--- src/sv/gbc_pkg.sv ---
`timescale 1ns / 1ps
// Shared types and constants for the gyro bias calibrator.
// Used by the channel interfaces, the controller, the datapath and the divider lanes.
package gbc_pkg;

  localparam int SAMPLE_W = 24;
  localparam int COUNT_W  = 16;
  localparam int SUM_W    = SAMPLE_W + COUNT_W;
  localparam int FIX_W    = SAMPLE_W + 1;
  localparam int THR_W    = 23;
  localparam int TARGET_W = 16;
  localparam int CFG_W    = (THR_W > TARGET_W) ? THR_W : TARGET_W;
  localparam int CFG_IDX_W = 1;
  localparam int STEP_W   = $clog2(SAMPLE_W);

  localparam logic [STEP_W-1:0] LAST_STEP = STEP_W'(SAMPLE_W - 1);

  localparam logic [CFG_IDX_W-1:0] REG_THRESHOLD = 1'd0;
  localparam logic [CFG_IDX_W-1:0] REG_TARGET    = 1'd1;

  localparam logic [THR_W-1:0]    THRESHOLD_RST = THR_W'(1024);
  localparam logic [TARGET_W-1:0] TARGET_RST    = TARGET_W'(2000);
  localparam logic [COUNT_W-1:0]  REJECT_MIN    = COUNT_W'(20);
  localparam logic [COUNT_W-1:0]  COUNT_MAX     = '1;

  localparam logic signed [SAMPLE_W-1:0] OFFSET_X_RST = SAMPLE_W'(-3000);
  localparam logic signed [SAMPLE_W-1:0] OFFSET_Y_RST = SAMPLE_W'(-4000);
  localparam logic signed [SAMPLE_W-1:0] OFFSET_Z_RST = SAMPLE_W'(-2000);

  typedef enum logic [3:0] {
    ST_IDLE,
    ST_DECIDE,
    ST_CHECK,
    ST_COMPARE,
    ST_ADD,
    ST_TARGET,
    ST_OFFSET,
    ST_UPDATE,
    ST_FINISH
  } ctrl_state_t;

  typedef struct packed {
    logic capture;
    logic clear_acc;
    logic div_load;
    logic div_step;
    logic accumulate;
    logic write_offset;
    logic out_load;
  } ctrl_cmd_t;

  typedef struct packed {
    logic at_rest;
    logic count_above_min;
    logic reject;
    logic target_hit;
    logic out_free;
  } dp_status_t;

endpackage

--- src/sv/gbc_in_if.sv ---
`timescale 1ns / 1ps
// Input channel: one beat carries three gyro samples and the at-rest flag.
// Depends on gbc_pkg for the sample width.
interface gbc_in_if;
  logic                                 valid;
  logic                                 ready;
  logic signed [gbc_pkg::SAMPLE_W-1:0]  rate_x;
  logic signed [gbc_pkg::SAMPLE_W-1:0]  rate_y;
  logic signed [gbc_pkg::SAMPLE_W-1:0]  rate_z;
  logic                                 at_rest;

  modport source (output valid, rate_x, rate_y, rate_z, at_rest, input ready);
  modport sink (input valid, rate_x, rate_y, rate_z, at_rest, output ready);
endinterface

--- src/sv/gbc_out_if.sv ---
`timescale 1ns / 1ps
// Output channel: one beat carries the done flag, the biases and the corrected rates.
// Depends on gbc_pkg for the field widths.
interface gbc_out_if;
  logic                                 valid;
  logic                                 ready;
  logic                                 done_res;
  logic signed [gbc_pkg::SAMPLE_W-1:0]  bias_x;
  logic signed [gbc_pkg::SAMPLE_W-1:0]  bias_y;
  logic signed [gbc_pkg::SAMPLE_W-1:0]  bias_z;
  logic signed [gbc_pkg::FIX_W-1:0]     fixed_x;
  logic signed [gbc_pkg::FIX_W-1:0]     fixed_y;
  logic signed [gbc_pkg::FIX_W-1:0]     fixed_z;

  modport source (output valid, done_res, bias_x, bias_y, bias_z, fixed_x, fixed_y, fixed_z,
                  input ready);
  modport sink (input valid, done_res, bias_x, bias_y, bias_z, fixed_x, fixed_y, fixed_z,
                output ready);
endinterface

--- src/sv/gbc_div.sv ---
`timescale 1ns / 1ps
// One divider lane: signed sum over unsigned count, truncated toward zero, one bit per step.
// Depends on gbc_pkg for widths.
module gbc_div (
  input  logic                                clk,
  input  logic                                load,
  input  logic                                step,
  input  logic signed [gbc_pkg::SUM_W-1:0]    dividend,
  input  logic [gbc_pkg::COUNT_W-1:0]         divisor,
  output logic signed [gbc_pkg::SAMPLE_W-1:0] quotient
);

  logic                             neg;
  logic [gbc_pkg::COUNT_W-1:0]      dvs;
  logic [gbc_pkg::COUNT_W-1:0]      rem;
  logic [gbc_pkg::SAMPLE_W-1:0]     quo;
  logic [gbc_pkg::SUM_W-1:0]        mag;
  logic [gbc_pkg::COUNT_W:0]        trial;
  logic [gbc_pkg::COUNT_W:0]        diff;
  logic                             ge;
  logic [gbc_pkg::SAMPLE_W-1:0]     quo_neg;

  // A mean never leaves the sample range, so the upper dividend bits are already a remainder.
  assign mag     = dividend[gbc_pkg::SUM_W-1] ? ('0 - dividend) : dividend;
  assign trial   = {rem, quo[gbc_pkg::SAMPLE_W-1]};
  assign diff    = trial - {1'b0, dvs};
  assign ge      = (trial >= {1'b0, dvs});
  assign quo_neg = '0 - quo;
  assign quotient = neg ? quo_neg : quo;

  always_ff @(posedge clk) begin
    if (load) begin
      neg <= dividend[gbc_pkg::SUM_W-1];
      dvs <= divisor;
      rem <= mag[gbc_pkg::SUM_W-1:gbc_pkg::SAMPLE_W];
      quo <= mag[gbc_pkg::SAMPLE_W-1:0];
    end else if (step) begin
      rem <= ge ? diff[gbc_pkg::COUNT_W-1:0] : trial[gbc_pkg::COUNT_W-1:0];
      quo <= {quo[gbc_pkg::SAMPLE_W-2:0], ge};
    end
  end

endmodule

--- src/sv/gbc_ctrl.sv ---
`timescale 1ns / 1ps
// Controller state machine: sequences capture, deviation check, accumulation,
// bias update and result hand-off. Depends on gbc_pkg.
module gbc_ctrl (
  input  logic                   clk,
  input  logic                   rst,
  input  logic                   in_valid,
  output logic                   in_ready,
  input  gbc_pkg::dp_status_t    status,
  output gbc_pkg::ctrl_cmd_t     cmd
);

  gbc_pkg::ctrl_state_t          state, state_next;
  logic [gbc_pkg::STEP_W-1:0]    step_cnt, step_cnt_next;

  always_ff @(posedge clk) begin
    if (rst) begin
      state    <= gbc_pkg::ST_IDLE;
      step_cnt <= '0;
    end else begin
      state    <= state_next;
      step_cnt <= step_cnt_next;
    end
  end

  always_comb begin
    state_next    = state;
    step_cnt_next = step_cnt;
    cmd           = '0;
    in_ready      = 1'b0;
    case (state)
      gbc_pkg::ST_IDLE: begin
        if (!rst) begin
          in_ready = 1'b1;
          if (in_valid) begin
            cmd.capture = 1'b1;
            state_next  = gbc_pkg::ST_DECIDE;
          end
        end
      end
      gbc_pkg::ST_DECIDE: begin
        if (!status.at_rest) begin
          cmd.clear_acc = 1'b1;
          state_next    = gbc_pkg::ST_FINISH;
        end else if (status.count_above_min) begin
          cmd.div_load  = 1'b1;
          step_cnt_next = gbc_pkg::LAST_STEP;
          state_next    = gbc_pkg::ST_CHECK;
        end else begin
          state_next = gbc_pkg::ST_ADD;
        end
      end
      gbc_pkg::ST_CHECK: begin
        cmd.div_step = 1'b1;
        if (step_cnt == '0) begin
          state_next = gbc_pkg::ST_COMPARE;
        end else begin
          step_cnt_next = step_cnt - 1'b1;
        end
      end
      gbc_pkg::ST_COMPARE: begin
        if (status.reject) begin
          cmd.clear_acc = 1'b1;
          state_next    = gbc_pkg::ST_FINISH;
        end else begin
          state_next = gbc_pkg::ST_ADD;
        end
      end
      gbc_pkg::ST_ADD: begin
        cmd.accumulate = 1'b1;
        state_next     = gbc_pkg::ST_TARGET;
      end
      gbc_pkg::ST_TARGET: begin
        if (status.target_hit) begin
          cmd.div_load  = 1'b1;
          step_cnt_next = gbc_pkg::LAST_STEP;
          state_next    = gbc_pkg::ST_OFFSET;
        end else begin
          state_next = gbc_pkg::ST_FINISH;
        end
      end
      gbc_pkg::ST_OFFSET: begin
        cmd.div_step = 1'b1;
        if (step_cnt == '0) begin
          state_next = gbc_pkg::ST_UPDATE;
        end else begin
          step_cnt_next = step_cnt - 1'b1;
        end
      end
      gbc_pkg::ST_UPDATE: begin
        cmd.write_offset = 1'b1;
        cmd.clear_acc    = 1'b1;
        state_next       = gbc_pkg::ST_FINISH;
      end
      gbc_pkg::ST_FINISH: begin
        if (status.out_free) begin
          cmd.out_load = 1'b1;
          state_next   = gbc_pkg::ST_IDLE;
        end
      end
      default: begin
        state_next = gbc_pkg::ST_IDLE;
      end
    endcase
  end

endmodule

--- src/sv/gbc_datapath.sv ---
`timescale 1ns / 1ps
// Datapath: sample capture, per-axis sums and count, three divider lanes,
// bias registers, configuration registers and the output register. Depends on gbc_pkg, gbc_div.
module gbc_datapath (
  input  logic                                 clk,
  input  logic                                 rst,
  input  logic                                 cfg_we,
  input  logic [gbc_pkg::CFG_IDX_W-1:0]        cfg_index,
  input  logic [gbc_pkg::CFG_W-1:0]            cfg_data,
  input  logic signed [gbc_pkg::SAMPLE_W-1:0]  rate_x,
  input  logic signed [gbc_pkg::SAMPLE_W-1:0]  rate_y,
  input  logic signed [gbc_pkg::SAMPLE_W-1:0]  rate_z,
  input  logic                                 at_rest,
  input  gbc_pkg::ctrl_cmd_t                   cmd,
  output gbc_pkg::dp_status_t                  status,
  input  logic                                 out_ready,
  output logic                                 out_valid,
  output logic                                 done_res,
  output logic signed [gbc_pkg::SAMPLE_W-1:0]  bias_x,
  output logic signed [gbc_pkg::SAMPLE_W-1:0]  bias_y,
  output logic signed [gbc_pkg::SAMPLE_W-1:0]  bias_z,
  output logic signed [gbc_pkg::FIX_W-1:0]     fixed_x,
  output logic signed [gbc_pkg::FIX_W-1:0]     fixed_y,
  output logic signed [gbc_pkg::FIX_W-1:0]     fixed_z
);

  logic [gbc_pkg::THR_W-1:0]            threshold;
  logic [gbc_pkg::TARGET_W-1:0]         target;
  logic signed [gbc_pkg::SAMPLE_W-1:0]  smp_x, smp_y, smp_z;
  logic                                 rest;
  logic signed [gbc_pkg::SUM_W-1:0]     sum_x, sum_y, sum_z;
  logic [gbc_pkg::COUNT_W-1:0]          sample_count;
  logic signed [gbc_pkg::SAMPLE_W-1:0]  offset_x, offset_y, offset_z;
  logic                                 done_flag;
  logic signed [gbc_pkg::SAMPLE_W-1:0]  mean_x, mean_y, mean_z;

  function automatic logic exceeds(input logic signed [gbc_pkg::SAMPLE_W-1:0] s,
                                   input logic signed [gbc_pkg::SAMPLE_W-1:0] m,
                                   input logic [gbc_pkg::THR_W-1:0] t);
    logic signed [gbc_pkg::FIX_W-1:0] d;
    logic [gbc_pkg::FIX_W-1:0]        a;
    d = gbc_pkg::FIX_W'(s) - gbc_pkg::FIX_W'(m);
    a = d[gbc_pkg::FIX_W-1] ? gbc_pkg::FIX_W'(-d) : gbc_pkg::FIX_W'(d);
    return a > gbc_pkg::FIX_W'(t);
  endfunction

  gbc_div u_div_x (.clk(clk), .load(cmd.div_load), .step(cmd.div_step),
                   .dividend(sum_x), .divisor(sample_count), .quotient(mean_x));
  gbc_div u_div_y (.clk(clk), .load(cmd.div_load), .step(cmd.div_step),
                   .dividend(sum_y), .divisor(sample_count), .quotient(mean_y));
  gbc_div u_div_z (.clk(clk), .load(cmd.div_load), .step(cmd.div_step),
                   .dividend(sum_z), .divisor(sample_count), .quotient(mean_z));

  assign status.at_rest         = rest;
  assign status.count_above_min = (sample_count > gbc_pkg::REJECT_MIN);
  assign status.reject          = exceeds(smp_x, mean_x, threshold) |
                                  exceeds(smp_y, mean_y, threshold) |
                                  exceeds(smp_z, mean_z, threshold);
  assign status.target_hit      = (sample_count >= target);
  assign status.out_free        = !out_valid || out_ready;

  always_ff @(posedge clk) begin
    if (rst) begin
      threshold <= gbc_pkg::THRESHOLD_RST;
      target    <= gbc_pkg::TARGET_RST;
    end else if (cfg_we) begin
      case (cfg_index)
        gbc_pkg::REG_THRESHOLD: threshold <= cfg_data[gbc_pkg::THR_W-1:0];
        gbc_pkg::REG_TARGET:    target    <= cfg_data[gbc_pkg::TARGET_W-1:0];
        default: ;
      endcase
    end
  end

  always_ff @(posedge clk) begin
    if (cmd.capture) begin
      smp_x <= rate_x;
      smp_y <= rate_y;
      smp_z <= rate_z;
      rest  <= at_rest;
    end
  end

  always_ff @(posedge clk) begin
    if (rst) begin
      sum_x        <= '0;
      sum_y        <= '0;
      sum_z        <= '0;
      sample_count <= '0;
    end else if (cmd.clear_acc) begin
      sum_x        <= '0;
      sum_y        <= '0;
      sum_z        <= '0;
      sample_count <= '0;
    end else if (cmd.accumulate) begin
      sum_x <= sum_x + gbc_pkg::SUM_W'(smp_x);
      sum_y <= sum_y + gbc_pkg::SUM_W'(smp_y);
      sum_z <= sum_z + gbc_pkg::SUM_W'(smp_z);
      if (sample_count != gbc_pkg::COUNT_MAX) begin
        sample_count <= sample_count + 1'b1;
      end
    end
  end

  always_ff @(posedge clk) begin
    if (rst) begin
      offset_x  <= gbc_pkg::OFFSET_X_RST;
      offset_y  <= gbc_pkg::OFFSET_Y_RST;
      offset_z  <= gbc_pkg::OFFSET_Z_RST;
      done_flag <= 1'b0;
    end else if (cmd.capture) begin
      done_flag <= 1'b0;
    end else if (cmd.write_offset) begin
      offset_x  <= mean_x;
      offset_y  <= mean_y;
      offset_z  <= mean_z;
      done_flag <= 1'b1;
    end
  end

  always_ff @(posedge clk) begin
    if (rst) begin
      out_valid <= 1'b0;
    end else if (cmd.out_load) begin
      out_valid <= 1'b1;
    end else if (out_ready) begin
      out_valid <= 1'b0;
    end
  end

  always_ff @(posedge clk) begin
    if (cmd.out_load) begin
      done_res <= done_flag;
      bias_x   <= offset_x;
      bias_y   <= offset_y;
      bias_z   <= offset_z;
      fixed_x  <= gbc_pkg::FIX_W'(smp_x) - gbc_pkg::FIX_W'(offset_x);
      fixed_y  <= gbc_pkg::FIX_W'(smp_y) - gbc_pkg::FIX_W'(offset_y);
      fixed_z  <= gbc_pkg::FIX_W'(smp_z) - gbc_pkg::FIX_W'(offset_z);
    end
  end

endmodule

--- src/sv/gyro_bias_calibrator_unit.sv ---
`timescale 1ns / 1ps
// Top level of the gyro zero-rate bias calibrator: controller, datapath and channels.
// Depends on gbc_pkg, gbc_in_if, gbc_out_if, gbc_ctrl and gbc_datapath.

// The unit works on one sample beat at a time and returns one result beat for each.
// A beat taken while the platform moves goes straight to the hand-off, and a resting
// beat with 20 or fewer samples held is added without a check. With more than 20
// samples held each beat first runs a 24-step deviation check, after which it is
// dropped or kept. A beat that completes a calibration runs a second 24-step pass to
// form the new biases, with or without the check. Both passes use the same three
// per-axis restoring dividers, one quotient bit per cycle. The result beat becomes
// valid in the same cycle in which the next sample beat can be taken; while the
// previous result still waits unread, the controller holds in its last state until
// that beat is taken. A finished result waits in the output register while the next
// sample beat is already accepted. A configuration write also takes effect on a beat
// already in work.
module gyro_bias_calibrator_unit (
  input  logic                          clk,
  input  logic                          rst,
  input  logic                          cfg_we,
  input  logic [gbc_pkg::CFG_IDX_W-1:0] cfg_index,
  input  logic [gbc_pkg::CFG_W-1:0]     cfg_data,
  gbc_in_if.sink                        in_ch,
  gbc_out_if.source                     out_ch
);

  gbc_pkg::ctrl_cmd_t  cmd;
  gbc_pkg::dp_status_t status;

  gbc_ctrl u_ctrl (
    .clk      (clk),
    .rst      (rst),
    .in_valid (in_ch.valid),
    .in_ready (in_ch.ready),
    .status   (status),
    .cmd      (cmd)
  );

  gbc_datapath u_datapath (
    .clk       (clk),
    .rst       (rst),
    .cfg_we    (cfg_we),
    .cfg_index (cfg_index),
    .cfg_data  (cfg_data),
    .rate_x    (in_ch.rate_x),
    .rate_y    (in_ch.rate_y),
    .rate_z    (in_ch.rate_z),
    .at_rest   (in_ch.at_rest),
    .cmd       (cmd),
    .status    (status),
    .out_ready (out_ch.ready),
    .out_valid (out_ch.valid),
    .done_res  (out_ch.done_res),
    .bias_x    (out_ch.bias_x),
    .bias_y    (out_ch.bias_y),
    .bias_z    (out_ch.bias_z),
    .fixed_x   (out_ch.fixed_x),
    .fixed_y   (out_ch.fixed_y),
    .fixed_z   (out_ch.fixed_z)
  );

  assert property (@(posedge clk) disable iff (rst)
    in_ch.valid && in_ch.ready |=> !in_ch.ready)
    else $error("A second sample beat was accepted while one was in work.");

  assert property (@(posedge clk) disable iff (rst)
    cmd.out_load |-> (!out_ch.valid || out_ch.ready))
    else $error("The output register was overwritten before its beat was taken.");

  assert property (@(posedge clk) disable iff (rst)
    $rose(out_ch.valid) |-> $past(cmd.out_load))
    else $error("A result beat appeared without a result being loaded.");

  assert property (@(posedge clk) disable iff (rst)
    cmd.div_load |-> !cmd.div_step && !cmd.out_load)
    else $error("The dividers were loaded while stepping or handing off a result.");

endmodule
--- src/flat_wrapper.sv ---
// flat-port wrapper written by rule: the top's interface ports become plain ports
module gyro_bias_calibrator_unit_flat 
  (clk, rst, cfg_we, cfg_index, cfg_data, in_ch_valid, in_ch_rate_x, in_ch_rate_y, in_ch_rate_z, in_ch_at_rest, in_ch_ready, out_ch_valid, out_ch_done_res, out_ch_bias_x, out_ch_bias_y, out_ch_bias_z, out_ch_fixed_x, out_ch_fixed_y, out_ch_fixed_z, out_ch_ready);
  gbc_in_if in_ch_i ();
  gbc_out_if out_ch_i ();
  input  logic clk;
  input  logic rst;
  input  logic cfg_we;
  input  logic [gbc_pkg::CFG_IDX_W-1:0] cfg_index;
  input  logic [gbc_pkg::CFG_W-1:0] cfg_data;
  input wire logic [$bits(in_ch_i.valid)-1:0] in_ch_valid;
  input wire logic [$bits(in_ch_i.rate_x)-1:0] in_ch_rate_x;
  input wire logic [$bits(in_ch_i.rate_y)-1:0] in_ch_rate_y;
  input wire logic [$bits(in_ch_i.rate_z)-1:0] in_ch_rate_z;
  input wire logic [$bits(in_ch_i.at_rest)-1:0] in_ch_at_rest;
  output wire logic [$bits(in_ch_i.ready)-1:0] in_ch_ready;
  output wire logic [$bits(out_ch_i.valid)-1:0] out_ch_valid;
  output wire logic [$bits(out_ch_i.done_res)-1:0] out_ch_done_res;
  output wire logic [$bits(out_ch_i.bias_x)-1:0] out_ch_bias_x;
  output wire logic [$bits(out_ch_i.bias_y)-1:0] out_ch_bias_y;
  output wire logic [$bits(out_ch_i.bias_z)-1:0] out_ch_bias_z;
  output wire logic [$bits(out_ch_i.fixed_x)-1:0] out_ch_fixed_x;
  output wire logic [$bits(out_ch_i.fixed_y)-1:0] out_ch_fixed_y;
  output wire logic [$bits(out_ch_i.fixed_z)-1:0] out_ch_fixed_z;
  input wire logic [$bits(out_ch_i.ready)-1:0] out_ch_ready;
  assign in_ch_i.valid = in_ch_valid;
  assign in_ch_i.rate_x = in_ch_rate_x;
  assign in_ch_i.rate_y = in_ch_rate_y;
  assign in_ch_i.rate_z = in_ch_rate_z;
  assign in_ch_i.at_rest = in_ch_at_rest;
  assign in_ch_ready = in_ch_i.ready;
  assign out_ch_valid = out_ch_i.valid;
  assign out_ch_done_res = out_ch_i.done_res;
  assign out_ch_bias_x = out_ch_i.bias_x;
  assign out_ch_bias_y = out_ch_i.bias_y;
  assign out_ch_bias_z = out_ch_i.bias_z;
  assign out_ch_fixed_x = out_ch_i.fixed_x;
  assign out_ch_fixed_y = out_ch_i.fixed_y;
  assign out_ch_fixed_z = out_ch_i.fixed_z;
  assign out_ch_i.ready = out_ch_ready;
  gyro_bias_calibrator_unit u_core (.clk(clk), .rst(rst), .cfg_we(cfg_we), .cfg_index(cfg_index), .cfg_data(cfg_data), .in_ch(in_ch_i), .out_ch(out_ch_i));
endmodule
--- config.mk ---
export PLATFORM = sky130hd
export DESIGN_NAME = gyro_bias_calibrator_unit_flat
export DESIGN_NICKNAME = d
export VERILOG_FILES = /design/src/sv/gbc_pkg.sv /design/src/sv/gbc_in_if.sv /design/src/sv/gbc_out_if.sv /design/src/sv/gbc_div.sv /design/src/sv/gbc_ctrl.sv /design/src/sv/gbc_datapath.sv /design/src/sv/gyro_bias_calibrator_unit.sv /design/src/flat_wrapper.sv
export SDC_FILE = /design/constraint.sdc
export NUM_CORES = 2
export LEC_CHECK = 0
export BUFFER_PORTS_ARGS = -buffer_cell sky130_fd_sc_hd__buf_2
export CAP_MARGIN = 20
export CORE_UTILIZATION = 55
export CTS_CLUSTER_DIAMETER = 60
export DETAILED_ROUTE_END_ITERATION = 8
export HOLD_SLACK_MARGIN = 0.15
export PLACE_DENSITY = 0.8
export RECOVER_POWER = 25
export SLEW_MARGIN = 20
export SYNTH_ARGS = -nofsm -noshare
export SYNTH_HDL_FRONTEND = slang
export SYNTH_HIERARCHICAL = 1
export SYNTH_SLANG_ARGS = --single-unit
--- constraint.sdc ---
create_clock -name clk -period 13 [get_ports clk]
set_input_delay 1.95 -clock clk [delete_from_list [all_inputs] [get_ports clk]]
set_output_delay 1.95 -clock clk [all_outputs]
set_load 0.05 [all_outputs]
==> results.md <==
* Status: finished, violations left
* Violated checks: max-capacitance violations, max-slew violations
* GRT Total Usage at 0.305
* Seq cells post-synth at 650
* Ys Warns at 6
* Data arrival time of the critical path at 10.64 ns
* Core ar. at 82600 µm²
* Routed WL per cell at 20.8 µm
* Internal power at 3.86 mW
* Post-CTS sizing at 0
* Clock Pin Slew Worst Setup and Hold Paths at 0.06 ns
* Share of cells above drive strength 1 at 0.0940
* Min-Delay Path Class: reg2reg
* Critical Path Source Type: register
* Final min period at 10.07 ns
* Unrepaired setup endpoints after global routing: false
* Hold buffer count at cts at 0
* Final nets at 5795
* Flop pwr share at 0.422
* Skew-Pair Late Insertion Delay at 0.65 ns
* Slew Limit Fails at 281
* Post-synth EDFFs at 392
* Net Sw Frac at 0.285
* Combinational power share at 0.149
* Synth Instances at 5094
* Post-synth cell types at 106
* Reg2Reg Setup Slack at 2.93 ns
* Sequential-to-total area share from yosys stat at 0.366
* Detail Route Antenna Nets at 0
* Vias/cell at 6.21
* Via Count at 39826
* Actual slew at the worst max-slew pin at 4.11 ns
* FP Rows at 105
* Crit end category: register
* Final Hold Vio Count at 0
* Prevailing post-synth register cell: edfxtp_1
* Largest net degree at the start of global routing at 98
* Area growth from synthesis to layout at 10.4%
* # fillers at 6797
* Critical setup path kind: reg2reg
* Tcrit/Tclk final at 0.774
* Ys async rst share at 0
* Initial antenna violation count at 2
* Vias in the first global route at 37112
* Worst Path Required at 13.57 ns
* WL final at 134000 µm
* Slew Limit Headroom at -1.74
* Maximum clock frequency at 99.3 MHz
* Num CTS Buffers at 80
* Gr ovfl total at 0
* Crit-path slowest cell: o31ai_1
* GPL Wtd Cong at 0.945
* Die height at 292 µm
* Max Cap Viol at 5
* Clock tree buffer depth at 3
* Placed Area at 48300 µm²
* Final setup fails at 0
* Pwr dens at 106 nW/µm²
* Peak supply drop at 86.3 µV
* Total negative setup slack at 0 ns
* Num ports at 252
* I/O Buffers at 251
* Clock sink count at 650
* Initial core utilization at 0.560
* Die area at 85300 µm²
* Setup Fix Bufs, Post-CTS at 0
* Psw at 1.54 mW
* Final Skew at 0.0284 ns
* CTS H-tree depth at 3
* HPWL Detailed at 100000 µm
* DR DRC count at 0
* TritonCTS clock tree: yes
* Syn Nets at 5614
* Synthesized area at 46300 µm²
* First-pass GRT wire length at 206000 µm
* CTS root buffer: clkbuf_16
* DR pass1 iterations at 6
* Clock power frac at 0.429
* Mapped Avg Cell Area at 9.08 µm²
* Leak at 21.5 nW
* Crit Path Max Fanout at 73
* Post-Layout Inst Area at 51100 µm²
* Initial DRC count at 3904
* Die X-Extent at 292 µm
* Crit-path max cell delay at 0.65 ns
==> power by group through the flow <==
stage / Clock [mW] / Sequential, mW / Combinational (mW)
after global placement: 0 / 2.32 / 0.768
after detailed placement: 0 / 2.32 / 0.784
after floorplan: 0 / 2.32 / 0.561
after CTS: 2.35 / 2.28 / 0.793
after global routing: 2.43 / 2.28 / 0.879
final: 2.32 / 2.28 / 0.807
==> layer usage <==
metal,wire [µm],up-vias,track usage
met3,12100,236,0.0556
met2,60300,1596,0.488
met4,3620,4,0.0963
met5,26,-,0
li1,-,18963,-
met1,57600,19027,0.416
==> registers in the layout (all words and copies together), names as in the netlist, 25 cells and up <==
signal and cells:
u_core/u_datapath/sum_x 40, u_core/u_datapath/sum_y 40, u_core/u_datapath/sum_z 40, u_core/u_datapath/fixed_x 25, u_core/u_datapath/fixed_y 25, u_core/u_datapath/fixed_z 25
==> area by class of cell <==
| type | count | area [µm²] | share of cell area |
|---|---|---|---|
| clock inverter | 52 | 583 | 0.0114 |
| clock buffer | 98 | 2180 | 0.0427 |
| tap | 1070 | 1340 | 0.0262 |
| sequential | 650 | 16900 | 0.332 |
| inverter | 348 | 1310 | 0.0256 |
| antenna | 1 | 2.50 | 0.0000490 |
| timing repair buffer | 280 | 1450 | 0.0284 |
| multi-input combinational | 3915 | 27300 | 0.534 |
==> Yosys cell counts (57+ instances only) <==
master,n,area share
nand2_1,450,0.037
a21oi_1,413,0.045
ha_1,406,0.11
edfxtp_1,392,0.25
nor2_1,379,0.031
inv_1,347,0.028
xnor2_1,290,0.055
dfxtp_1,258,0.11
o21ai_0,248,0.027
xor2_1,191,0.036
a21o_1,159,0.026
clkbuf_1,144,0.012
mux2i_1,116,0.025
nand3_1,95,0.010
nor3_1,89,0.0096
o211ai_1,82,0.013
o31ai_1,81,0.013
nand2b_1,66,0.0089
nor2b_1,62,0.0084
o21a_1,57,0.0093
==> kinds of logic (layout without fill, tap and decap cells) <==
family,Yosys count,after routing,synth area share
adder cells (fa/ha/maj),418,418,0.115
XOR/XNOR,481,481,0.0911
AO/OA/AOI/OAI,1399,1399,0.198
flip-flops,650,650,0.366
other,0,1,0
AND/OR/NAND/NOR,1499,1499,0.159
multiplexers,118,118,0.0256
buffers and inverters,529,778,0.0448
==> per-stage QoR <==
step	power (mW)	setup slack [ns]	hold slack, ns	instances	util
after floorplan	2.88	0.0150	0.409	5094	-
after global placement	3.09	3.21	0.442	6262	0.585
after detailed placement	3.10	3.06	0.445	6262	0.585
after CTS	5.42	3.04	0.452	6412	0.618
after global routing	5.59	2.41	0.459	6413	0.618
final	5.40	2.93	0.452	6414	0.618
==> layout by cell type, fill, tap and decap left out, drive strengths merged, types with 191 or more instances in the layout <==
| cell | Yosys | layout |
|---|---|---|
| ha | 406 | 406 |
| xor2 | 191 | 191 |
| xnor2 | 290 | 290 |
| dfxtp | 258 | 258 |
| nand2 | 450 | 450 |
| inv | 347 | 362 |
| buf | 32 | 265 |
| a21oi | 415 | 415 |
| nor2 | 379 | 379 |
| o21ai | 268 | 268 |
| edfxtp | 392 | 392 |
==> worst paths after layout <==
| check | start | cells after the start | to |
|---|---|---|---|
| max | u_core/u_datapath/u_div_y/quo[5] | 33 | u_core/u_datapath/sum_x[33] |
| min | u_core/u_datapath/offset_y[3] | 0 | u_core/u_datapath/bias_y[3] |
| max reg2reg | u_core/u_datapath/u_div_y/quo[5] | 33 | u_core/u_datapath/sum_x[33] |
| min reg2reg | u_core/u_datapath/offset_y[3] | 0 | u_core/u_datapath/bias_y[3] |
==> worst max-delay path, delay by kind of cell (launching register included) <==
family | cells | cell delay (ns)
compound gates | 13 | 3.22
xor+xnor | 2 | 0.31
fa+ha+maj | 2 | 0.65
buf+inv | 3 | 0.70
flops | 1 | 0.44
simple gates | 13 | 4.61
(Power assumes the default switching activity.)
